[src/rtl/prs_pkg.sv]
// ----------------------------------------------------------------------------
// prs_pkg
// Shared constants and types for the sliding-window pattern replace stream.
// ----------------------------------------------------------------------------
`default_nettype none

package prs_pkg;

  // Longest pattern the window can hold.
  localparam int MAX_PATTERN = 8;

  localparam int BYTE_W    = 8;
  localparam int PAT_W     = 64;
  localparam int PLEN_W    = 4;
  localparam int CFG_IDX_W = 2;
  // Holds 0..MAX_PATTERN results or pending bytes.
  localparam int CNT_W     = $clog2(MAX_PATTERN + 1);
  // Addresses one window entry.
  localparam int WIN_IDX_W = (MAX_PATTERN > 1) ? $clog2(MAX_PATTERN) : 1;

  typedef enum logic [CFG_IDX_W-1:0] {
    REG_PATTERN = 2'd0,
    REG_LENGTH  = 2'd1,
    REG_REPLACE = 2'd2
  } cfg_reg_t;

  typedef struct packed {
    logic [BYTE_W-1:0] data;
    logic              rep;
  } entry_t;

  // All results that one input byte causes, oldest in entry 0.
  typedef struct packed {
    entry_t [MAX_PATTERN-1:0] entries;
    logic   [CNT_W-1:0]       count;
    logic                     last;
  } burst_t;

endpackage

`default_nettype wire

[src/rtl/prs_window.sv]
// ----------------------------------------------------------------------------
// prs_window
// Configuration registers, pending-byte window and the per-byte match step.
// ----------------------------------------------------------------------------
`default_nettype none

module prs_window (
  input  wire logic                               clk,
  input  wire logic                               rst,
  input  wire logic                               cfg_write,
  input  wire logic [prs_pkg::CFG_IDX_W-1:0]      cfg_index,
  input  wire logic [prs_pkg::PAT_W-1:0]          cfg_data,
  input  wire logic                               in_take,
  input  wire logic [prs_pkg::BYTE_W-1:0]         in_byte,
  input  wire logic                               end_of_stream,
  output prs_pkg::burst_t                         step
);

  logic [prs_pkg::PAT_W-1:0]   pattern;
  logic [prs_pkg::PLEN_W-1:0]  plen;
  logic [prs_pkg::BYTE_W-1:0]  rep_byte;
  logic [prs_pkg::MAX_PATTERN-1:0][prs_pkg::BYTE_W-1:0] window;
  logic [prs_pkg::MAX_PATTERN-1:0][prs_pkg::BYTE_W-1:0] window_next;
  logic [prs_pkg::WIN_IDX_W-1:0] fill;
  logic [prs_pkg::WIN_IDX_W-1:0] fill_next;

  logic [prs_pkg::CNT_W-1:0] len;
  logic [prs_pkg::CNT_W-1:0] f1;
  logic [prs_pkg::MAX_PATTERN-1:0][prs_pkg::BYTE_W-1:0] wtmp;
  logic full;
  logic match;

  always_comb begin
    if (plen == '0) begin
      len = prs_pkg::CNT_W'(1);
    end else if (plen > prs_pkg::PLEN_W'(prs_pkg::MAX_PATTERN)) begin
      len = prs_pkg::CNT_W'(prs_pkg::MAX_PATTERN);
    end else begin
      len = prs_pkg::CNT_W'(plen);
    end

    wtmp       = window;
    wtmp[fill] = in_byte;
    f1         = prs_pkg::CNT_W'(fill) + prs_pkg::CNT_W'(1);
    full       = (f1 == len);

    match = 1'b1;
    for (int i = 0; i < prs_pkg::MAX_PATTERN; i++) begin
      if ((prs_pkg::CNT_W'(i) < len) &&
          (wtmp[i] != pattern[prs_pkg::BYTE_W*i +: prs_pkg::BYTE_W])) begin
        match = 1'b0;
      end
    end

    // With a full window entry 0 is the step's own result and the rest are
    // the bytes left after the shift, which a flush emits in place.
    for (int k = 0; k < prs_pkg::MAX_PATTERN; k++) begin
      step.entries[k].data = wtmp[k];
      step.entries[k].rep  = 1'b0;
    end
    if (full && match) begin
      step.entries[0].data = rep_byte;
      step.entries[0].rep  = 1'b1;
    end

    if (end_of_stream) begin
      if (full) begin
        step.count = match ? prs_pkg::CNT_W'(1) : len;
      end else begin
        step.count = f1;
      end
    end else begin
      step.count = full ? prs_pkg::CNT_W'(1) : '0;
    end
    step.last = end_of_stream;

    window_next = wtmp;
    if (full && !match) begin
      for (int i = 0; i < prs_pkg::MAX_PATTERN - 1; i++) begin
        window_next[i] = wtmp[i+1];
      end
    end

    if (end_of_stream) begin
      fill_next = '0;
    end else if (full) begin
      fill_next = match ? '0 : prs_pkg::WIN_IDX_W'(len - prs_pkg::CNT_W'(1));
    end else begin
      fill_next = prs_pkg::WIN_IDX_W'(f1);
    end
  end

  always_ff @(posedge clk) begin
    if (rst) begin
      pattern  <= '0;
      plen     <= prs_pkg::PLEN_W'(1);
      rep_byte <= '0;
      fill     <= '0;
    end else if (cfg_write) begin
      unique case (cfg_index)
        prs_pkg::REG_PATTERN: pattern <= cfg_data;
        prs_pkg::REG_LENGTH: begin
          // A new length drops whatever is pending.
          plen <= cfg_data[prs_pkg::PLEN_W-1:0];
          fill <= '0;
        end
        prs_pkg::REG_REPLACE: rep_byte <= cfg_data[prs_pkg::BYTE_W-1:0];
        default: ;
      endcase
    end else if (in_take) begin
      fill <= fill_next;
    end
  end

  always_ff @(posedge clk) begin
    if (in_take) begin
      window <= window_next;
    end
  end

endmodule

`default_nettype wire

[src/rtl/prs_out.sv]
// ----------------------------------------------------------------------------
// prs_out
// Result buffer for one byte's results and the output register.
// ----------------------------------------------------------------------------
`default_nettype none

module prs_out (
  input  wire logic                       clk,
  input  wire logic                       rst,
  input  wire prs_pkg::burst_t            step,
  input  wire logic                       in_valid,
  output logic                            in_stall,
  output logic                            in_take,
  output logic [prs_pkg::BYTE_W-1:0]      out_byte,
  output logic                            is_replacement,
  output logic                            last_out,
  output logic                            out_valid,
  input  wire logic                       out_stall
);

  prs_pkg::entry_t [prs_pkg::MAX_PATTERN-1:0] entries;
  logic [prs_pkg::CNT_W-1:0]                  count;
  logic                                       burst_last;
  logic                                       move;

  assign move     = (count != '0) && (!out_valid || !out_stall);
  // A new byte is taken once the buffer is empty or empties in this cycle.
  assign in_stall = !((count == '0) || ((count == prs_pkg::CNT_W'(1)) && move));
  assign in_take  = in_valid && !in_stall;

  always_ff @(posedge clk) begin
    if (rst) begin
      count <= '0;
    end else if (in_take) begin
      count <= step.count;
    end else if (move) begin
      count <= count - prs_pkg::CNT_W'(1);
    end
  end

  always_ff @(posedge clk) begin
    if (in_take) begin
      entries    <= step.entries;
      burst_last <= step.last;
    end else if (move) begin
      for (int i = 0; i < prs_pkg::MAX_PATTERN - 1; i++) begin
        entries[i] <= entries[i+1];
      end
    end
  end

  always_ff @(posedge clk) begin
    if (rst) begin
      out_valid <= 1'b0;
    end else if (move) begin
      out_valid <= 1'b1;
    end else if (!out_stall) begin
      out_valid <= 1'b0;
    end
  end

  always_ff @(posedge clk) begin
    if (move) begin
      out_byte       <= entries[0].data;
      is_replacement <= entries[0].rep;
      last_out       <= burst_last && (count == prs_pkg::CNT_W'(1));
    end
  end

  a_count_range: assert property (@(posedge clk) disable iff (rst)
    count <= prs_pkg::CNT_W'(prs_pkg::MAX_PATTERN))
    else $error("result buffer count out of range");

  a_move_shows: assert property (@(posedge clk) disable iff (rst)
    move |=> out_valid)
    else $error("result moved but output not valid");

  a_rise_from_buf: assert property (@(posedge clk) disable iff (rst)
    $rose(out_valid) |-> $past(count) != '0)
    else $error("output valid without a buffered result");

  a_take_empties: assert property (@(posedge clk) disable iff (rst)
    (in_take && step.count == '0 && !move) |=> count == '0)
    else $error("buffer not empty after a byte with no result");

endmodule

`default_nettype wire

[src/rtl/pattern_replace_stream.sv]
// ----------------------------------------------------------------------------
// pattern_replace_stream
// Sliding-window byte pattern replacement with end-of-stream flush.
// ----------------------------------------------------------------------------
// Channel  Signals                               Direction  Transfer when
// in       in_valid, in_stall, in_byte, eos      in         valid && !stall
// out      out_valid, out_stall, out_byte, ...   out        valid && !stall
// cfg      cfg_valid, cfg_ready, index, data     in         valid && ready
//
// One byte per cycle in a steady, unstalled stream; a result goes through the
// result buffer, then the output register. A byte with end_of_stream flushes
// up to 8 results, one per unstalled cycle out of the result buffer, and input
// is held meanwhile. Input stall follows result buffer occupancy and output stall.
// Synchronous reset restores the register defaults and empties the window and
// the buffer; the configuration port is always ready.
// ----------------------------------------------------------------------------
`default_nettype none

module pattern_replace_stream (
  input  wire logic                          clk,
  input  wire logic                          rst,
  input  wire logic                          cfg_valid,
  output logic                               cfg_ready,
  input  wire logic [prs_pkg::CFG_IDX_W-1:0] cfg_index,
  input  wire logic [prs_pkg::PAT_W-1:0]     cfg_data,
  input  wire logic                          in_valid,
  output logic                               in_stall,
  input  wire logic [prs_pkg::BYTE_W-1:0]    in_byte,
  input  wire logic                          end_of_stream,
  output logic                               out_valid,
  input  wire logic                          out_stall,
  output logic [prs_pkg::BYTE_W-1:0]         out_byte,
  output logic                               is_replacement,
  output logic                               last_out
);

  prs_pkg::burst_t step;
  logic            in_take;

  assign cfg_ready = 1'b1;

  prs_window u_window (
    .clk           (clk),
    .rst           (rst),
    .cfg_write     (cfg_valid && cfg_ready),
    .cfg_index     (cfg_index),
    .cfg_data      (cfg_data),
    .in_take       (in_take),
    .in_byte       (in_byte),
    .end_of_stream (end_of_stream),
    .step          (step)
  );

  prs_out u_out (
    .clk            (clk),
    .rst            (rst),
    .step           (step),
    .in_valid       (in_valid),
    .in_stall       (in_stall),
    .in_take        (in_take),
    .out_byte       (out_byte),
    .is_replacement (is_replacement),
    .last_out       (last_out),
    .out_valid      (out_valid),
    .out_stall      (out_stall)
  );

endmodule

`default_nettype wire

[config.mk]
export PLATFORM = sky130hd
export DESIGN_NAME = pattern_replace_stream
export DESIGN_NICKNAME = d
export VERILOG_FILES = /design/src/rtl/prs_pkg.sv /design/src/rtl/prs_window.sv /design/src/rtl/prs_out.sv /design/src/rtl/pattern_replace_stream.sv
export SDC_FILE = /design/constraint.sdc
export NUM_CORES = 1
export LEC_CHECK = 0
export BUFFER_PORTS_ARGS = -buffer_cell sky130_fd_sc_hd__buf_2
export CORE_MARGIN = 10
export CORE_UTILIZATION = 24
export DETAILED_ROUTE_END_ITERATION = 7
export PLACE_DENSITY_LB_ADDON = 0.1
export SYNTH_ARGS = -nofsm -noshare
export SYNTH_HDL_FRONTEND = slang
export SYNTH_HIERARCHICAL = 1
export SYNTH_SLANG_ARGS = --single-unit
[constraint.sdc]
create_clock -name clk -period 2.99 [get_ports clk]
set_input_delay 0.1495 -clock clk [delete_from_list [all_inputs] [get_ports clk]]
set_output_delay 0.1495 -clock clk [all_outputs]
set_load 0.01 [all_outputs]
==> impl_metrics.yaml <==
floorplan:
  top_ports: 93
  die_height_um: 239
  die_x_um: 239
  die-area_um2: 57200
  fp.coreArea_um2: 47600
  core.rowCount: 80
  initial_utilization_pct: 24.2
clock_tree:
  num_cts_buffers: 30
  clk_pin_slew_ns: 0.06
  root_buffer: "sky130_fd_sc_hd__clkbuf_16"
  cts.sink_count: 231
  tritoncts: "built"
  clock_path_buffers: 3
  clk-insertion-delay-late_ns: 0.57
  cts.htree.levels: 1
placed_design:
  place.detailed.hpwl_um: 27700
  post-place-ws_ns: -0.501
  gp_weighted_congestion: 0.799
  dpl_cell_area_um2: 13600
  portBuffers: 91
pwr:
  pwr_density_cell_nw_per_um2: 840
  ir_worst_vdd_v: 0.000550
  totalPowerFinal_uw: 13400
  power.leakage_uw: 0.00667
worst_setup_path:
  cp_peak_stage_delay_ns: 0.59
  reg2reg_depth: 13
  worstSetupEndpointType: "flip-flop"
  worst_path_max_delay_cell: "sky130_fd_sc_hd__or4_4"
  crit_type: "flip-flop to flip-flop"
  critical_path.most_common_cell: "sky130_fd_sc_hd__buf_6"
  r2r-end: "u_window/window[26]"
  cp_data_arrival_time_ns: 3.60
  cp_data_required_time_ns: 3.29
  critical_path.reg2reg.startpoint: "u_window/fill[0]"
  path_cells: "buf_6 -> nor3b_4 -> buf_12 -> mux2i_4 -> o22ai_1 -> a211o_1 -> or4_4 -> a22o_1 -> nand3b_4 -> o21ai_4 -> buf_6 -> clkbuf_16 -> mux2i_1"
  critical_path.startpoint_type: "flip-flop"
  critical_path_peak_fanout: 8
  setup_slack_reg_to_reg_ns: -0.32
timing:
  final.setup.worst_slack_ns: -0.316
  max_slew_margin_pct: 49.3
  maxClockFrequency_mhz: 302
  final_max_slew_viol_count: 0
  hold_viol_final: 0
  period_needed_ns: 3.31
  final.period_utilization_pct: 111
  grt_setup_unrepaired: "yes"
  setup_viol: 72
  tightestPinTransition_ns: 0.760
  fin_skew_ns: 0.0168
  final.hold.worst_slack_ns: 0.171
synthesis:
  post_synth_num_cell_types: 68
  postSynth.asyncResetShare_pct: 0
  syn-mean-instance-area_um2: 9.66
  post_synth_inst_count: 1194
  yosysWarnings: 6
  synth-edff-count: 147
  syn_area_um2: 11500
  ys_seq_elements: 231
  yosysSeqAreaShare_pct: 52.9
  synth_flop_cell: "sky130_fd_sc_hd__edfxtp_1"
run:
  maxCapViolCount: 0
worst_hold_path:
  hp-start: "cfg_valid"
  hold_path.class: "input pin to flip-flop"
  worst_hold_path.endpoint: "u_window/plen[0]"
  hold_depth: 3
routing:
  iteration_count_of_the_initial_detailed_routing_pass: 5
  post-route-drc-count: 0
  vias_per_cell: 4.39
  routed_wl_um: 39500
  drt_iter0_markers: 348
  count_of_nets_left_with_antenna_violations_after_detail_routing: 0
  routedWlPerCell_um: 18.6
  detailroute.via_count: 9310
final_layout:
  layout.cells.most_common: "sky130_fd_sc_hd__nand2_1"
  area_delta_synth_final_pct: 37.7
  n_fill_cell: 4931
  layout.nets: 1567
  finish.instance_area_um2: 15900
  drive_above_1_share_pct: 23.2
  final_cell_mix: "sky130_fd_sc_hd__nand2_1 (328), sky130_fd_sc_hd__edfxtp_1 (147), sky130_fd_sc_hd__buf_4 (139), sky130_fd_sc_hd__mux2i_1 (124), sky130_fd_sc_hd__inv_1 (105)"
  diodes: 0
grt:
  first_global_vias: 9791
  grt_overflow_total: 0
  antenna_found_initial: 1
  gr-usage-all-layers_pct: 13.6
  grt_start_max_net_pins: 140
  wire_length_of_the_first_global_routing_pass_um: 59800
outcome:
  status: "complete, but fails checks"
  violations: "negative setup slack"
==> how the worst max path moves through the flow <==
stage | startpoint | end | slack [ns] | cells past startpoint
2_1_floorplan | u_window/fill[1] | u_window/window[25] | -0.10 | 12
4_1_cts | u_window/fill[0] | u_out/entries[8] | -0.34 | 14
6_report | u_window/fill[0] | u_window/window[26] | -0.32 | 13
5_1_grt | u_window/fill[0] | u_out/entries[8] | -0.48 | 14
3_5_place_dp | u_window/fill[2] | u_window/window[37] | -0.50 | 11
3_3_place_gp | u_window/fill[2] | u_window/window[37] | -0.40 | 11
==> sequential cells by signal, indices dropped and copies added, names as in the netlist <==
| signal | flops |
|---|---|
| u_out/out_byte | 8 |
| u_window/pattern | 64 |
| u_out/count | 4 |
| u_window/fill | 3 |
| u_out/burst_last | 1 |
| u_out/entries | 72 |
| u_window/window | 64 |
| u_window/rep_byte | 8 |
| u_out/last_out | 1 |
| u_out/out_valid | 1 |
| u_window/plen | 4 |
| u_out/is_replacement | 1 |
==> cell type report <==
type / instances / area (um2) / area share (%)
clock buffers: 42 / 837 / 5.27
clock inverters: 14 / 180 / 1.13
flip-flops and latches: 231 / 6100 / 38.4
inverters: 106 / 400 / 2.52
well taps: 615 / 769 / 4.84
multi-input cells: 781 / 4820 / 30.3
repair buffers: 332 / 2780 / 17.5
==> metal layers <==
| metal | share of wire [%] | track usage (%) | wire, um | vias to the layer above |
|---|---|---|---|---|
| li1 | - | - | - | 4635 |
| met1 | 44 | 16.9 | 17500 | 4457 |
| met2 | 50 | 24.0 | 19800 | 162 |
| met3 | 3.2 | 1.88 | 1260 | 56 |
| met4 | 2.5 | 3.69 | 989 | 0 |
| met5 | 0 | 0 | 0 | - |
==> metrics by stage <==
stage	TNS (ns)	cells	utilization [%]
5_1_grt	-29.69	2121	33.3
2_1_floorplan	-3.63	1200	-
3_5_place_dp	-32.22	1968	28.5
6_report	-19.91	2121	33.3
4_1_cts	-19.01	2114	32.9
3_3_place_gp	-25.50	1968	28.5
==> repair_timing <==
item | in CTS | in global routing
gates cloned | 3 | 5
buffers inserted | 14 | 2
endpoints found under the hold margin | 78 | 0
pin swaps | 13 | 4
hold buffers | 74 | 0
resized for setup | 26 | 17
setup endpoints to repair | 72 | 72
==> synth_stat cells (all sizes together) (2+ instances only) <==
| master | n | share of area (%) |
|---|---|---|
| a221o | 2 | 0.17 |
| xnor2 | 16 | 1.2 |
| a311oi | 2 | 0.15 |
| buf | 49 | 3.0 |
| edfxtp | 147 | 38 |
| or3b | 3 | 0.23 |
| o21ai | 10 | 0.47 |
| a31oi | 4 | 0.27 |
| a211o | 4 | 0.31 |
| nor2b | 4 | 0.22 |
| xor2 | 19 | 1.4 |
| o22ai | 36 | 2.0 |
| nor3b | 4 | 0.40 |
| nand2 | 328 | 11 |
| and2 | 3 | 0.18 |
| dfxtp | 84 | 15 |
| a211oi | 2 | 0.13 |
| nor4 | 7 | 0.38 |
| nand4 | 3 | 0.16 |
| a21oi | 79 | 3.5 |
| nand2b | 7 | 0.38 |
| and3 | 2 | 0.11 |
| or3 | 3 | 0.16 |
| o221ai | 5 | 0.38 |
| or4 | 2 | 0.13 |
| mux2i | 133 | 12 |
| nand3 | 5 | 0.26 |
| a2111oi | 2 | 0.16 |
| nor3 | 15 | 0.69 |
| inv | 106 | 3.5 |
| clkbuf | 33 | 1.1 |
| ha | 5 | 0.54 |
| nand3b | 6 | 0.50 |
| conb | 2 | 0.065 |
| nor2 | 42 | 1.4 |
| a221oi | 4 | 0.30 |
| o41ai | 2 | 0.15 |
==> kinds of logic after synthesis <==
group           share of synthesized area [%]
compound gates                           8.92
xor+xnor                                 2.66
fa+ha+maj                               0.542
buf+inv                                  7.48
flops                                    52.9
mux                                      11.6
other cells                            0.0651
simple gates                             15.9
==> power breakdown <==
group	internal (uW)	switching, uW	total, uW
sequential	4940	391	5330
clock	2290	1440	3730
combinational	1730	2550	4280
total	8970	4380	13400
==> worst max-delay path, delay by kind of cell, from the launching register on <==
| kind | cells | cell delay, ns |
|---|---|---|
| AO/OA/AOI/OAI | 4 | 0.75 |
| buffers and inverters | 4 | 0.64 |
| flip-flops | 1 | 0.36 |
| multiplexers | 2 | 0.30 |
| AND/OR/NAND/NOR | 3 | 1.00 |
No activity file was read; power rests on OpenSTA's default activity.
